--- src/rtl/aldc_pkg.sv ---
// Shared types, codes and length tables of the ALDC stream decompressor.
// Used by the decoder, the output buffer and the top level; depends on nothing.
package aldc_pkg;

  typedef enum logic [2:0] {
    PH_FLAG,
    PH_LIT,
    PH_PREFIX,
    PH_LEN,
    PH_OFF
  } phase_t;

  typedef enum logic [1:0] {
    ST_IDLE,
    ST_BITS,
    ST_COPY,
    ST_FLUSH
  } seq_state_t;

  localparam logic [7:0] STOP_CODE  = 8'hFF;
  localparam logic [2:0] PREFIX_MAX = 3'd4;
  localparam logic [3:0] LIT_BITS   = 4'd8;
  localparam logic [3:0] PACK_FULL  = 4'd8;

  typedef struct packed {
    logic [63:0] out_bytes;
    logic [3:0]  byte_count;
    logic        run_last;
    logic        stream_end;
    logic        truncated;
  } result_t;

  function automatic logic [3:0] len_width(input logic [2:0] prefix);
    logic [3:0] w;
    case (prefix)
      3'd0:    w = 4'd1;
      3'd1:    w = 4'd2;
      3'd2:    w = 4'd3;
      3'd3:    w = 4'd4;
      default: w = 4'd8;
    endcase
    return w;
  endfunction

  function automatic logic [5:0] len_base(input logic [2:0] prefix);
    logic [5:0] b;
    case (prefix)
      3'd0:    b = 6'd2;
      3'd1:    b = 6'd4;
      3'd2:    b = 6'd8;
      3'd3:    b = 6'd16;
      default: b = 6'd32;
    endcase
    return b;
  endfunction

endpackage

--- src/rtl/aldc_decoder.sv ---
// Token parser, copy sequencer and byte packer of the decompressor. Drives the
// window memory ports and the output register. Depends on aldc_pkg.
module aldc_decoder #(
  parameter int WINDOW_BITS = 10
) (
  input  logic                   clk,
  input  logic                   rst,
  input  logic                   in_valid,
  output logic                   in_ready,
  input  logic [7:0]             in_byte,
  input  logic                   in_last,
  output logic                   mem_we,
  output logic [WINDOW_BITS-1:0] mem_waddr,
  output logic [7:0]             mem_wdata,
  output logic                   mem_re,
  output logic [WINDOW_BITS-1:0] mem_raddr,
  input  logic [7:0]             mem_rdata,
  input  logic                   out_free,
  output logic                   out_load,
  output aldc_pkg::result_t      out_result
);

  localparam int FW = (WINDOW_BITS > 8) ? WINDOW_BITS : 8;
  localparam logic [3:0] OFF_BITS = 4'(WINDOW_BITS);

  aldc_pkg::seq_state_t state, state_next;
  aldc_pkg::phase_t     phase, phase_next;

  logic [2:0]             prefix, prefix_next, prefix_inc;
  logic [FW-1:0]          field, field_next, shifted;
  logic [3:0]             bits_left, bits_left_next, bl_dec;
  logic [8:0]             copy_len, copy_len_next;
  logic                   ended, ended_next;
  logic                   marker, marker_next;
  logic [7:0]             byte_q;
  logic                   last_q;
  logic [2:0]             bit_idx;
  logic                   cur_bit;
  logic                   lit_done, copy_go;
  logic [WINDOW_BITS-1:0] wp;
  logic                   wrapped;
  logic [WINDOW_BITS-1:0] copy_src;
  logic [8:0]             copy_rem;
  logic                   rd_pend, rd_zero, unwritten;
  logic [7:0]             copy_byte;
  logic [7:0]             pack [8];
  logic [63:0]            pack_word;
  logic [3:0]             pack_cnt;
  logic                   can_take, commit, push, take, issue, copy_done, flush_emit;
  logic [7:0]             push_byte;

  assign cur_bit   = byte_q[3'd7 - bit_idx];
  assign shifted   = {field[FW-2:0], cur_bit};
  assign bl_dec    = bits_left - 4'd1;
  assign prefix_inc = prefix + {2'b00, cur_bit};
  assign copy_byte = rd_zero ? 8'h00 : mem_rdata;
  assign can_take  = (pack_cnt != aldc_pkg::PACK_FULL) || out_free;

  always_comb begin
    for (int i = 0; i < 8; i++) begin
      pack_word[8*i +: 8] = pack[i];
    end
  end

  // Effect of the current bit on the token state.
  always_comb begin
    phase_next     = phase;
    prefix_next    = prefix;
    field_next     = field;
    bits_left_next = bits_left;
    copy_len_next  = copy_len;
    ended_next     = ended;
    marker_next    = marker;
    lit_done       = 1'b0;
    copy_go        = 1'b0;
    if (!ended) begin
      case (phase)
        aldc_pkg::PH_FLAG: begin
          field_next = '0;
          if (!cur_bit) begin
            phase_next     = aldc_pkg::PH_LIT;
            bits_left_next = aldc_pkg::LIT_BITS;
          end else begin
            phase_next  = aldc_pkg::PH_PREFIX;
            prefix_next = 3'd0;
          end
        end
        aldc_pkg::PH_LIT: begin
          field_next     = FW'(shifted[7:0]);
          bits_left_next = bl_dec;
          if (bl_dec == 4'd0) begin
            lit_done   = 1'b1;
            phase_next = aldc_pkg::PH_FLAG;
          end
        end
        aldc_pkg::PH_PREFIX: begin
          prefix_next = prefix_inc;
          if (!cur_bit || (prefix_inc >= aldc_pkg::PREFIX_MAX)) begin
            if (prefix_inc > aldc_pkg::PREFIX_MAX) begin
              prefix_next = aldc_pkg::PREFIX_MAX;
            end
            phase_next     = aldc_pkg::PH_LEN;
            field_next     = '0;
            bits_left_next = aldc_pkg::len_width(prefix_next);
          end
        end
        aldc_pkg::PH_LEN: begin
          field_next     = FW'(shifted[7:0]);
          bits_left_next = bl_dec;
          if (bl_dec == 4'd0) begin
            if ((prefix >= aldc_pkg::PREFIX_MAX) && (shifted[7:0] == aldc_pkg::STOP_CODE)) begin
              ended_next  = 1'b1;
              marker_next = 1'b1;
              phase_next  = aldc_pkg::PH_FLAG;
            end else begin
              copy_len_next  = {1'b0, shifted[7:0]} + 9'(aldc_pkg::len_base(prefix));
              phase_next     = aldc_pkg::PH_OFF;
              field_next     = '0;
              bits_left_next = OFF_BITS;
            end
          end
        end
        aldc_pkg::PH_OFF: begin
          field_next     = FW'(shifted[WINDOW_BITS-1:0]);
          bits_left_next = bl_dec;
          if (bl_dec == 4'd0) begin
            copy_go    = 1'b1;
            phase_next = aldc_pkg::PH_FLAG;
            field_next = '0;
          end
        end
        default: begin
          phase_next = aldc_pkg::PH_FLAG;
        end
      endcase
    end
  end

  // Sequencer: next state, window accesses and result loads.
  always_comb begin
    state_next = state;
    in_ready   = 1'b0;
    commit     = 1'b0;
    push       = 1'b0;
    push_byte  = 8'h00;
    take       = 1'b0;
    issue      = 1'b0;
    copy_done  = 1'b0;
    flush_emit = 1'b0;
    out_load   = 1'b0;
    out_result = '{out_bytes: pack_word, byte_count: aldc_pkg::PACK_FULL,
                   run_last: 1'b0, stream_end: 1'b0, truncated: 1'b0};
    case (state)
      aldc_pkg::ST_IDLE: begin
        in_ready = 1'b1;
        if (in_valid) begin
          state_next = aldc_pkg::ST_BITS;
        end
      end
      aldc_pkg::ST_BITS: begin
        if (!lit_done || can_take) begin
          commit = 1'b1;
          if (lit_done) begin
            push      = 1'b1;
            push_byte = field_next[7:0];
          end
          if (copy_go) begin
            state_next = aldc_pkg::ST_COPY;
          end else if (bit_idx == 3'd7) begin
            state_next = aldc_pkg::ST_FLUSH;
          end
        end
      end
      aldc_pkg::ST_COPY: begin
        take  = rd_pend && can_take;
        issue = (copy_rem != 9'd0) && (!rd_pend || can_take);
        if (take) begin
          push      = 1'b1;
          push_byte = copy_byte;
        end
        if ((copy_rem == 9'd0) && (!rd_pend || can_take)) begin
          copy_done  = 1'b1;
          state_next = (bit_idx == 3'd7) ? aldc_pkg::ST_FLUSH : aldc_pkg::ST_BITS;
        end
      end
      aldc_pkg::ST_FLUSH: begin
        flush_emit = (pack_cnt != 4'd0) || marker || last_q;
        if (!flush_emit) begin
          state_next = aldc_pkg::ST_IDLE;
        end else if (out_free) begin
          out_load   = 1'b1;
          out_result = '{out_bytes: pack_word, byte_count: pack_cnt, run_last: 1'b1,
                         stream_end: marker || last_q,
                         truncated: last_q && !ended && (phase != aldc_pkg::PH_FLAG)};
          state_next = aldc_pkg::ST_IDLE;
        end
      end
      default: begin
        state_next = aldc_pkg::ST_IDLE;
      end
    endcase
    // A full group goes out only once a further byte shows it is not the last.
    if (push && (pack_cnt == aldc_pkg::PACK_FULL)) begin
      out_load = 1'b1;
    end
  end

  assign mem_we    = push;
  assign mem_waddr = wp;
  assign mem_wdata = push_byte;
  assign mem_re    = issue;
  assign mem_raddr = copy_src;

  // Entries beyond the fill point of this stream read as zero.
  assign unwritten = !wrapped && !(copy_src < wp) && !(push && (copy_src == wp));

  always_ff @(posedge clk) begin
    if (rst) begin
      state <= aldc_pkg::ST_IDLE;
    end else begin
      state <= state_next;
    end
  end

  always_ff @(posedge clk) begin
    if (rst) begin
      phase     <= aldc_pkg::PH_FLAG;
      prefix    <= 3'd0;
      field     <= '0;
      bits_left <= 4'd0;
      copy_len  <= 9'd0;
      ended     <= 1'b0;
      marker    <= 1'b0;
      bit_idx   <= 3'd0;
      wp        <= '0;
      wrapped   <= 1'b0;
      copy_rem  <= 9'd0;
      rd_pend   <= 1'b0;
      pack_cnt  <= 4'd0;
      for (int i = 0; i < 8; i++) begin
        pack[i] <= 8'h00;
      end
    end else begin
      if ((state == aldc_pkg::ST_IDLE) && in_valid) begin
        byte_q  <= in_byte;
        last_q  <= in_last;
        bit_idx <= 3'd0;
        marker  <= 1'b0;
      end
      if (commit) begin
        phase     <= phase_next;
        prefix    <= prefix_next;
        field     <= field_next;
        bits_left <= bits_left_next;
        copy_len  <= copy_len_next;
        ended     <= ended_next;
        marker    <= marker_next;
        if (copy_go) begin
          copy_src <= shifted[WINDOW_BITS-1:0];
          copy_rem <= copy_len;
          rd_pend  <= 1'b0;
        end else begin
          bit_idx <= bit_idx + 3'd1;
        end
      end
      if (issue) begin
        copy_src <= copy_src + 1'b1;
        copy_rem <= copy_rem - 9'd1;
        rd_pend  <= 1'b1;
        rd_zero  <= unwritten;
      end else if (take) begin
        rd_pend <= 1'b0;
      end
      if (copy_done && (bit_idx != 3'd7)) begin
        bit_idx <= bit_idx + 3'd1;
      end
      if (push) begin
        wp <= wp + 1'b1;
        if (wp == '1) begin
          wrapped <= 1'b1;
        end
        if (pack_cnt == aldc_pkg::PACK_FULL) begin
          for (int i = 0; i < 8; i++) begin
            pack[i] <= (i == 0) ? push_byte : 8'h00;
          end
          pack_cnt <= 4'd1;
        end else begin
          pack[pack_cnt[2:0]] <= push_byte;
          pack_cnt            <= pack_cnt + 4'd1;
        end
      end
      if ((state == aldc_pkg::ST_FLUSH) && out_load) begin
        pack_cnt <= 4'd0;
        for (int i = 0; i < 8; i++) begin
          pack[i] <= 8'h00;
        end
        // The closing byte of a stream returns the parser and window to empty.
        if (last_q) begin
          phase     <= aldc_pkg::PH_FLAG;
          prefix    <= 3'd0;
          field     <= '0;
          bits_left <= 4'd0;
          copy_len  <= 9'd0;
          ended     <= 1'b0;
          wp        <= '0;
          wrapped   <= 1'b0;
        end
      end
    end
  end

`ifndef SYNTHESIS
  a_load_free: assert property (@(posedge clk) disable iff (rst) out_load |-> out_free)
    else $error("result loaded while the output register is occupied");
  a_hold_read: assert property (@(posedge clk) disable iff (rst)
    (state == aldc_pkg::ST_COPY && rd_pend && !can_take) |-> !mem_re)
    else $error("window read issued over pending copy data");
  a_stream_reset: assert property (@(posedge clk) disable iff (rst)
    (state == aldc_pkg::ST_FLUSH && out_load && last_q) |=> (wp == '0 && !wrapped && !ended))
    else $error("stream state not cleared after the closing byte");
  a_pack_range: assert property (@(posedge clk) disable iff (rst)
    pack_cnt <= aldc_pkg::PACK_FULL)
    else $error("pack count beyond eight bytes");
`endif

endmodule

--- config.mk ---
export PLATFORM = sky130hd
export DESIGN_NAME = aldc_decoder
export DESIGN_NICKNAME = d
export VERILOG_FILES = /design/src/rtl/aldc_pkg.sv /design/src/rtl/aldc_decoder.sv
export SDC_FILE = /design/constraint.sdc
export NUM_CORES = 1
export LEC_CHECK = 0
export ABC_AREA = 1
export ABC_CLOCK_PERIOD_IN_PS = 5000
export BUFFER_PORTS_ARGS = -buffer_cell sky130_fd_sc_hd__buf_2
export CELL_PAD_IN_SITES_DETAIL_PLACEMENT = 0
export CELL_PAD_IN_SITES_GLOBAL_PLACEMENT = 2
export CORE_MARGIN = 3
export CORE_UTILIZATION = 25
export DETAILED_ROUTE_END_ITERATION = 10
export HOLD_SLACK_MARGIN = 0.05
export PLACE_DENSITY_LB_ADDON = 0.2
export SLEW_MARGIN = 5
export SYNTH_ARGS = -nofsm -noshare
export SYNTH_HDL_FRONTEND = slang
export SYNTH_SLANG_ARGS = --single-unit
--- constraint.sdc ---
create_clock -name clk -period 5 [get_ports clk]
set_input_delay 1.25 -clock clk [delete_from_list [all_inputs] [get_ports clk]]
set_output_delay 1.25 -clock clk [all_outputs]
set_load 0.05 [all_outputs]
==> flow_metrics.py, run 1 <==
metrics = {
    "global_routing": {
        "antenna_found_initial": 0,
        "grt_max_degree": 41,
        "grt_pass1_wl_um": 38600,
        "first_global_vias": 6533,
        "grt_remaining_overflow": 0,
        "track_usage": 0.151,
    },
    "floorplanning": {
        "die-area_um2": 32700,
        "die_y_um": 181,
        "num_rows": 63,
        "start_util": 0.256,
        "core_um2": 29900,
        "die_w_um": 181,
        "ios": 124,
    },
    "timing": {
        "setup_ws_ps": 284,
        "period_minus_slack_ps": 4720,
        "final.setup.tns_ps": 0,
        "hold_viol_final": 0,
        "min_period_over_period": 0.943,
        "finClkSkew_ps": 21.1,
        "slew_headroom": 0.435,
        "tightest_slew_ps": 848,
        "fmax_mhz": 212,
        "setup_violations": 0,
        "rsz0062_at_grt": "false",
        "slew_violations": 0,
    },
    "layout": {
        "layout-drive-gt1-share": 0.214,
        "antenna_cells": 0,
        "fin_nets": 1112,
        "final_cells": 1462,
        "design_area_um2": 9530,
        "fillCellCount": 3242,
        "area_growth_pct": 24.8,
    },
    "worst_setup_path": {
        "worst_path_max_delay_cell": "dfxtp_4",
        "worst-r2r-cell-count": 22,
        "crit_end": "mem_wdata[1]",
        "criticalPathCategory": "flip-flop to primary output",
        "crit_path_max_incr_delay_ps": 370,
        "arrival_ps": 3470,
        "rr_startpoint": "bit_idx[0]",
        "cp_top_family": "simple AND/OR/NAND/NOR gates",
        "endpoint_kind": "primary output",
        "startpoint_type": "flip-flop",
        "reg2reg_to": "pack[3][4]",
        "cp.depth": 22,
        "startpoint": "bit_idx[0]",
        "required_ps": 3750,
        "worstPathBufferInverterCount": 5,
        "rrSetupSlack_ps": 1820,
        "cp_max_fo": 9,
        "crit_top_cell": "nand2_1",
        "crit_chain": "inv_2 > nand2_1 > nand3_1 > nand3_4 > nand2_1 > inv_1 > ha_1 > ha_1 > xnor2_2 > inv_2 > nor2_4 > nand3_4 > nor2_2 > nor2_1 > nor2_1 > nand2_1 > nand2_1 > nand2_1 > nand2_1 > nand2_4 > inv_2 > buf_6",
    },
    "yosys": {
        "synth.top_cell.area_share": 0.330,
        "yosys_warnings": 0,
        "netlist_top_cells_area": "edfxtp_1 33%, dfxtp_1 16%, nor2_1 8.8%",
        "syn-num-nets": 975,
        "syn_area_um2": 7630,
        "synth_flop_cell": "edfxtp_1",
        "ys_ff_latch": 144,
        "avgSynthCellArea_um2": 8.28,
        "synth-async-reset-ratio": 0,
        "yosysSeqAreaShare": 0.488,
        "synth-edff-count": 84,
        "netlist_instances": 922,
        "ys_types": 42,
        "synth.largest_area_cell": "edfxtp_1",
    },
    "route": {
        "routed_wirelength_um": 24700,
        "drt-initial-drc-count": 324,
        "via_count": 6569,
        "drtAntennaViolNets": 0,
        "viasPerCell": 4.49,
        "post-route-drc-count": 0,
        "avgRoutedWirePerCell_um": 16.9,
        "dr.pass1.iters": 4,
    },
    "worst_hold_path": {
        "hold_path_class": "flip-flop to flip-flop",
        "worstHoldStart": "copy_len[2]",
    },
    "placement": {
        "hpwl_um": 18200,
        "gp_congestion": 0.756,
        "place_ws_ps": 355,
        "place_area_um2": 8720,
        "io_buffers": 123,
        "dp_cells": 1423,
    },
    "cts": {
        "clk_latency_ps": 440,
        "cts_buffers": 17,
        "cts-hold-fix-buffers": 0,
        "cts_buffer_depth": 2,
        "cts_root_buffer": "clkbuf_16",
        "clkTransAtPathRegs_ps": 70,
        "cts.sinks": 144,
        "cts_tree": "done",
        "htreeDepth": 4,
    },
    "power": {
        "leakage_nw": 4.02,
        "p_per_area_nw_per_um2": 411,
        "vdd_drop_max_v": 0.000209,
        "power.total_w": 0.00392,
    },
    "status": {
        "outcome": "finished, final reports clean",
    },
    "flow_run": {
        "maxCapViolCount": 0,
    },
}
cells in the mapped netlist (all sizes together) (4+ instances only):
| cell | instances |
|---|---|
| dfxtp | 60 |
| inv | 106 |
| edfxtp | 84 |
| a21oi | 43 |
| o21ai | 52 |
| nor4 | 4 |
| nor2 | 187 |
| nand2 | 187 |
| nand4 | 12 |
| buf | 13 |
| a211oi | 4 |
| a22oi | 5 |
| xor2 | 20 |
| ha | 31 |
| nand3 | 55 |
| clkbuf | 9 |
| nor3 | 26 |
| xnor2 | 5 |
cell usage in the layout (no fill, tap or decap), drive strengths merged:
master     n
nor2     187
nand2    187
buf      139
inv      114
edfxtp    84
dfxtp     60
nand3     56
o21ai     52
a21oi     43
ha        31
nor3      26
xor2      20
clkbuf    17
nand4     12
clkinv     9
a22oi      5
xnor2      5
nor4       4
a211oi     4
nand3b     3
o211ai     3
a31oi      3
o22ai      3
o2111ai    1
o31ai      1
o21bai     1
or2        1
fa         1
sequential cells by signal, summed over array words and instances (netlist names), 2 cells and up:
register and count:
copy_len 9, mem_raddr 10, field 9, mem_waddr 10, pack_cnt 4, prefix 3
bit_idx 3, copy_rem 9, byte_q 8, phase 3, pack 64, bits_left 4
state 2
worst min path at each step:
stage          cells after the start  slack [ps]     endpoint
2_1_floorplan                      2         430  copy_len[3]
3_3_place_gp                       2         450      wrapped
3_5_place_dp                       2         460  copy_len[3]
4_1_cts                            2         470  copy_len[3]
5_1_grt                            2         490  copy_len[1]
6_report                           2         460  copy_len[2]
repair_timing:
action / 4_1_cts / 5_1_grt
setup buffers: 0 / 6
gates cloned: 0 / 1
endpoints found under the setup margin: 7 / 8
pin swaps: 0 / 2
gates resized for setup: 7 / 39
layout make-up:
class                           instances  area (um2)  share of cell area
Timing Repair Buffer                  139         772              0.0810
Clock buffer                           17         425              0.0446
Multi-Input combinational cell        649        3530               0.370
Tap cell                              390         488              0.0512
Clock inverter                         15         181              0.0190
Inverter                              108         405              0.0425
Sequential cell                       144        3730               0.391
power by group:
group	switching (W)	internal (W)	leakage (nW)	total [W]
logic	0.000817	0.000321	2.40	0.00114
registers	0.000106	0.00136	1.33	0.00147
clock network	0.000631	0.000681	0.296	0.00131
kinds of logic after synthesis:
kind of cell,after synthesis,synth area share
compound gates,116,0.0841
fa+ha+maj,32,0.0534
xor+xnor,25,0.0297
flops,144,0.488
simple gates,475,0.279
buf+inv,130,0.0664
tightest hold or removal path, cell delays in order (launching register included):
cell      delay, ps
dfxtp_1         300
inv_1            60
a211oi_1         60
metrics by stage:
stage	hold slack, ps	utilization
finish	462	0.319
global route	491	0.319
CTS	467	0.313
detailed placement	456	0.292
global placement	449	0.292
floorplan	435	-
metal layers:
layer,share of wire,GRT usage,up-vias
met4,0.0082,0.0332,0
met3,0.030,0.0254,11
li1,-,-,3324
met1,0.47,0.203,3124
met5,0,0,-
met2,0.49,0.257,110
(Power assumes the default switching activity.)
==> inputs of run 2 (changes only) <==
--- a/config.mk
+++ b/config.mk
@@ -14,7 +14,7 @@
 export CORE_UTILIZATION = 25
 export DETAILED_ROUTE_END_ITERATION = 10
 export HOLD_SLACK_MARGIN = 0.05
-export PLACE_DENSITY_LB_ADDON = 0.2
+export PLACE_DENSITY = 0.6
 export SLEW_MARGIN = 5
 export SYNTH_ARGS = -nofsm -noshare
 export SYNTH_HDL_FRONTEND = slang
==> run 2 against run 1 <==
Net effect: sequential share of layout area is 0.17 points higher; non-clock buffer count stayed put; fmax is 0.90% higher; critical path depth is 1 higher; clock power hardly changed; die area stayed put; largest cell class unchanged; register-to-register slack better by 30 ps; highest routed layer unchanged; critical path type unchanged; hold slack better by 2.6 ps; count of clock-buffer cells in the layout stayed put.
==> flow_metrics.py, run 2 (synthesis results as in run 1) <==
metrics = {
    "status": {
        "outcome": "finished, final reports clean",
    },
    "global_routing": {
        "grt_remaining_overflow": 0,
        "first_global_vias": 6410,
        "track_usage": 0.150,
        "grt_max_degree": 35,
        "grt_pass1_wl_um": 38000,
        "antenna_found_initial": 1,
    },
    "placement": {
        "place_area_um2": 8750,
        "gp_congestion": 0.738,
        "place_ws_ps": 346,
        "io_buffers": 123,
        "hpwl_um": 18300,
    },
    "route": {
        "dr.pass1.iters": 4,
        "post-route-drc-count": 0,
        "drt-initial-drc-count": 377,
        "via_count": 6539,
        "routed_wirelength_um": 24600,
        "drtAntennaViolNets": 0,
        "viasPerCell": 4.47,
        "avgRoutedWirePerCell_um": 16.8,
    },
    "timing": {
        "slew_violations": 0,
        "slew_headroom": 0.273,
        "tightest_slew_ps": 1090,
        "hold_viol_final": 0,
        "fmax_mhz": 214,
        "min_period_over_period": 0.935,
        "period_minus_slack_ps": 4670,
        "rsz0062_at_grt": "true",
        "final.setup.tns_ps": 0,
        "setup_ws_ps": 326,
        "finClkSkew_ps": 11.2,
        "setup_violations": 0,
    },
    "flow_run": {
        "maxCapViolCount": 0,
    },
    "worst_setup_path": {
        "worstPathBufferInverterCount": 5,
        "crit_path_max_incr_delay_ps": 390,
        "worst_path_max_delay_cell": "dfxtp_4",
        "cp_top_family": "simple AND/OR/NAND/NOR gates",
        "worst-r2r-cell-count": 23,
        "rr_startpoint": "bit_idx[0]",
        "reg2reg_to": "pack[5][4]",
        "endpoint_kind": "primary output",
        "crit_top_cell": "nand2_1",
        "arrival_ps": 3420,
        "crit_chain": "inv_2 > nand2_1 > nand2_1 > nand2_1 > nand3_4 > nand2_1 > inv_1 > ha_1 > ha_1 > xnor2_2 > inv_2 > nor2_4 > nand3_4 > nor2_2 > nor2_1 > nor2_1 > nand2_1 > nand2_1 > nand2_1 > nand2_1 > nand2_4 > inv_2 > buf_6",
        "crit_end": "mem_wdata[5]",
        "startpoint_type": "flip-flop",
        "criticalPathCategory": "flip-flop to primary output",
        "cp.depth": 23,
        "cp_max_fo": 9,
        "rrSetupSlack_ps": 1850,
        "startpoint": "bit_idx[0]",
        "required_ps": 3750,
    },
    "cts": {
        "cts-hold-fix-buffers": 0,
        "cts_root_buffer": "clkbuf_16",
        "clkTransAtPathRegs_ps": 70,
        "htreeDepth": 4,
        "cts_buffer_depth": 2,
        "cts.sinks": 144,
        "clk_latency_ps": 440,
        "cts_tree": "done",
        "cts_buffers": 17,
    },
    "floorplanning": {
        "start_util": 0.256,
        "die_y_um": 181,
        "die-area_um2": 32700,
        "num_rows": 63,
        "ios": 124,
        "die_w_um": 181,
        "core_um2": 29900,
    },
    "layout": {
        "design_area_um2": 9490,
        "fillCellCount": 3243,
        "final_common_cell": "nor2_1",
        "area_growth_pct": 24.2,
        "fin_nets": 1112,
        "largest_register_ffs": 64,
        "final_cell_mix": "177 x nor2_1, 174 x nand2_1, 116 x buf_2, 99 x inv_1, 84 x edfxtp_1",
        "top_register": "pack",
        "layout-drive-gt1-share": 0.208,
        "final_core_util": 0.318,
    },
    "power": {
        "vdd_drop_max_v": 0.000232,
        "leakage_nw": 3.98,
        "p_per_area_nw_per_um2": 411,
        "power.total_w": 0.00389,
    },
    "worst_hold_path": {
        "hold_path_class": "flip-flop to flip-flop",
    },
}
==> run 2: where the power goes <==
part	leakage (nW)	switching [W]	internal [W]
registers	1.33	0.000102	0.00136
clock network	0.292	0.000638	0.000679
logic	2.35	0.000794	0.000320
==> run 2: worst min path at each step <==
stage | startpoint | cells after the start | end
floorplan | copy_len[3] | 2 | copy_len[3]
global placement | wrapped | 2 | wrapped
detailed placement | wrapped | 2 | wrapped
CTS | wrapped | 2 | wrapped
global route | copy_rem[1] | 2 | copy_rem[1]
finish | wrapped | 2 | wrapped
==> run 2: timing repair <==
item                                    in CTS  in global routing
endpoints found under the setup margin       7                  8
resized for setup                            5                 23
setup buffers                                0                  2
pin swaps                                    0                  2
gates cloned                                 0                  1
==> run 2: per-stage QoR <==
stage	hold slack [ps]	std cells
floorplan	435	922
global placement	446	1427
detailed placement	457	1427
CTS	474	1459
global route	500	1463
finish	465	1463
==> run 2: layer usage <==
layer	up-vias	share of wire	track usage
li1	3320	-	-
met1	3090	0.48	0.204
met2	116	0.47	0.250
met3	13	0.032	0.0254
met4	0	0.010	0.0359
met5	-	0	0
==> run 2: cell type report <==
cell class,count,area [um2],area share
sequential,144,3730,0.393
multi-input combinational,649,3500,0.369
timing repair buffer,139,761,0.0802
tap,390,488,0.0514
clock buffer,17,425,0.0448
inverter,108,405,0.0427
clock inverter,15,180,0.0190
antenna,1,2.50,0.000264
==> run 2: worst min-delay path, delay by kind of cell (launching register included) <==
family / cells / cell delay [ps]
AND/OR/NAND/NOR: 1 / 70
AO/OA/AOI/OAI: 1 / 40
flip-flops: 1 / 330
==> inputs of run 3 (changes only) <==
--- a/config.mk
+++ b/config.mk
@@ -11,10 +11,11 @@
 export CELL_PAD_IN_SITES_DETAIL_PLACEMENT = 0
 export CELL_PAD_IN_SITES_GLOBAL_PLACEMENT = 2
 export CORE_MARGIN = 3
-export CORE_UTILIZATION = 25
+export CORE_UTILIZATION = 37
+export CTS_BUF_LIST = sky130_fd_sc_hd__clkbuf_8
 export DETAILED_ROUTE_END_ITERATION = 10
 export HOLD_SLACK_MARGIN = 0.05
-export PLACE_DENSITY = 0.6
+export PLACE_DENSITY = 0.85
 export SLEW_MARGIN = 5
 export SYNTH_ARGS = -nofsm -noshare
 export SYNTH_HDL_FRONTEND = slang
==> run 3 against run 2 <==
Net effect: final cell count is 8.7% lower; count of clock-buffer cells in the layout did not move; non-clock buffer count decreased by 1; critical path type unchanged; sequential share of layout area is 1.3 points higher; register-to-register slack worse by 30 ps; clock power fell by 28%; largest cell class unchanged; critical path depth down 2; hold slack better by 2.8 ps; clock skew rose by 4.2 ps; first-iteration DRC count is 15% lower; power fell by 8.8%.
==> flow_metrics.py, run 3 (synthesis results as in run 1) <==
metrics = {
    "route": {
        "via_count": 6439,
        "viasPerCell": 4.82,
        "post-route-drc-count": 0,
        "routed_wirelength_um": 21200,
        "drtAntennaViolNets": 0,
        "avgRoutedWirePerCell_um": 15.9,
        "drt-initial-drc-count": 320,
        "dr.pass1.iters": 5,
    },
    "timing": {
        "finClkSkew_ps": 15.4,
        "slew_headroom": 0.333,
        "tightest_slew_ps": 997,
        "setup_violations": 0,
        "fmax_mhz": 211,
        "min_period_over_period": 0.949,
        "period_minus_slack_ps": 4740,
        "hold_viol_final": 0,
        "final.setup.tns_ps": 0,
        "slew_violations": 0,
    },
    "worst_setup_path": {
        "endpoint_kind": "primary output",
        "cp_top_family": "simple AND/OR/NAND/NOR gates",
        "startpoint_type": "flip-flop",
        "required_ps": 3750,
        "crit_path_max_incr_delay_ps": 430,
        "crit_chain": "inv_1 > nand3_1 > nand3_4 > nand2_2 > inv_1 > ha_1 > ha_1 > xnor2_2 > inv_2 > nor2_4 > nand3_4 > nor2_2 > nor2_1 > nor2_1 > nand2_1 > nand2_1 > nand2_1 > nand2_1 > nand2_4 > inv_1 > buf_4",
        "arrival_ps": 3490,
        "cp_max_fo": 9,
        "worst-r2r-cell-count": 11,
        "worstPathBufferInverterCount": 5,
        "rrSetupSlack_ps": 1820,
        "crit_top_cell": "nand2_1",
        "cp.depth": 21,
        "worst_path_max_delay_cell": "dfxtp_1",
        "criticalPathCategory": "flip-flop to primary output",
    },
    "layout": {
        "final_cells": 1336,
        "area_growth_pct": 20.2,
        "fin_nets": 1111,
        "largest_register_ffs": 64,
        "layout-drive-gt1-share": 0.211,
        "top_register": "pack",
        "final_cell_mix": "174 x nor2_1, 173 x nand2_1, 115 x buf_2, 99 x inv_1, 84 x edfxtp_1",
        "antenna_cells": 0,
        "final_common_cell": "nor2_1",
        "design_area_um2": 9180,
        "fillCellCount": 2018,
    },
    "worst_hold_path": {
        "hold_depth": 2,
        "hold_path_class": "flip-flop to flip-flop",
    },
    "placement": {
        "hpwl_um": 15400,
        "place_area_um2": 8530,
        "gp_congestion": 0.810,
        "dp_cells": 1294,
        "io_buffers": 123,
    },
    "power": {
        "power.total_w": 0.00355,
        "vdd_drop_max_v": 0.000272,
        "leakage_nw": 3.94,
        "p_per_area_nw_per_um2": 387,
    },
    "cts": {
        "cts_buffers": 17,
        "cts-hold-fix-buffers": 0,
        "htreeDepth": 4,
        "clk_latency_ps": 470,
        "cts.sinks": 144,
        "clkTransAtPathRegs_ps": 100,
        "cts_root_buffer": "clkbuf_8",
        "cts_tree": "done",
        "cts_buffer_depth": 2,
    },
    "floorplanning": {
        "die_y_um": 150,
        "die_w_um": 150,
        "num_rows": 51,
        "die-area_um2": 22400,
        "core_um2": 19800,
        "start_util": 0.385,
        "ios": 124,
    },
    "global_routing": {
        "first_global_vias": 6007,
        "grt_max_degree": 41,
        "antenna_found_initial": 0,
        "track_usage": 0.190,
        "grt_remaining_overflow": 0,
        "grt_pass1_wl_um": 32900,
    },
    "status": {
        "outcome": "finished, final reports clean",
    },
    "flow_run": {
        "maxCapViolCount": 0,
    },
}
[run 3: changes by cell type in the layout (fill, tap and decap cells not counted), sizes merged]
cell / before / now
clkinv: 8 / 9
clkbuf: 21 / 19
buf: 135 / 136
diode: 1 / 0
clkinvlp: 1 / 0
[run 3: final timing paths]
check                    from           end
setup / recovery   bit_idx[1]  mem_wdata[2]
hold / removal    copy_len[0]   copy_len[0]
setup reg to reg  pack_cnt[0]   copy_rem[5]
hold reg to reg   copy_len[0]   copy_len[0]
[run 3: per-stage QoR]
stage	util	setup WS [ps]	hold WS [ps]
after global placement	0.430	430	452
after detailed placement	0.430	376	457
after CTS	0.452	2.75	471
after global routing	0.463	-59.8	490
final	0.463	256	467
after floorplan	-	935	435
[run 3: where the power goes]
| part | switching [W] | internal (W) | total [W] | leakage, nW |
|---|---|---|---|---|
| clock | 0.000567 | 0.000385 | 0.000953 | 0.209 |
| sequential | 0.000111 | 0.00136 | 0.00147 | 1.33 |
| combinational | 0.000782 | 0.000345 | 0.00113 | 2.39 |
| total | 0.00146 | 0.00209 | 0.00355 | 3.94 |
[run 3: cell type report]
class / instances / area (um2) / share of cell area
Inverter: 108 / 405 / 0.0442
Tap cell: 265 / 332 / 0.0361
Timing Repair Buffer: 138 / 763 / 0.0832
Clock inverter: 15 / 179 / 0.0195
Sequential cell: 144 / 3730 / 0.406
Clock buffer: 17 / 234 / 0.0255
Multi-Input combinational cell: 649 / 3540 / 0.385
[run 3: routing by layer]
| layer | vias up | track usage | share of wire |
|---|---|---|---|
| met5 | - | 0 | 0 |
| met4 | 0 | 0.0430 | 0.0095 |
| met3 | 15 | 0.0373 | 0.048 |
| met2 | 140 | 0.307 | 0.47 |
| met1 | 2969 | 0.266 | 0.47 |
| li1 | 3315 | - | - |
[run 3: worst register-to-register path, cell delays in order, from the launching register on]
cell and delay, ps:
dfxtp_1 590, clkinv_1 160, ha_1 260, nand3_2 140
nor2_1 90, nand4_2 150, nand2_2 200, nor2_2 290
nor2_4 130, nor2_1 770, o21ai_0 190, o21ai_0 120
[run 3: repair_timing]
item,in CTS,in global routing
resized for setup,7,38
pin swaps,0,4
buffers inserted,0,9
setup endpoints to repair,7,8
cloned,0,1
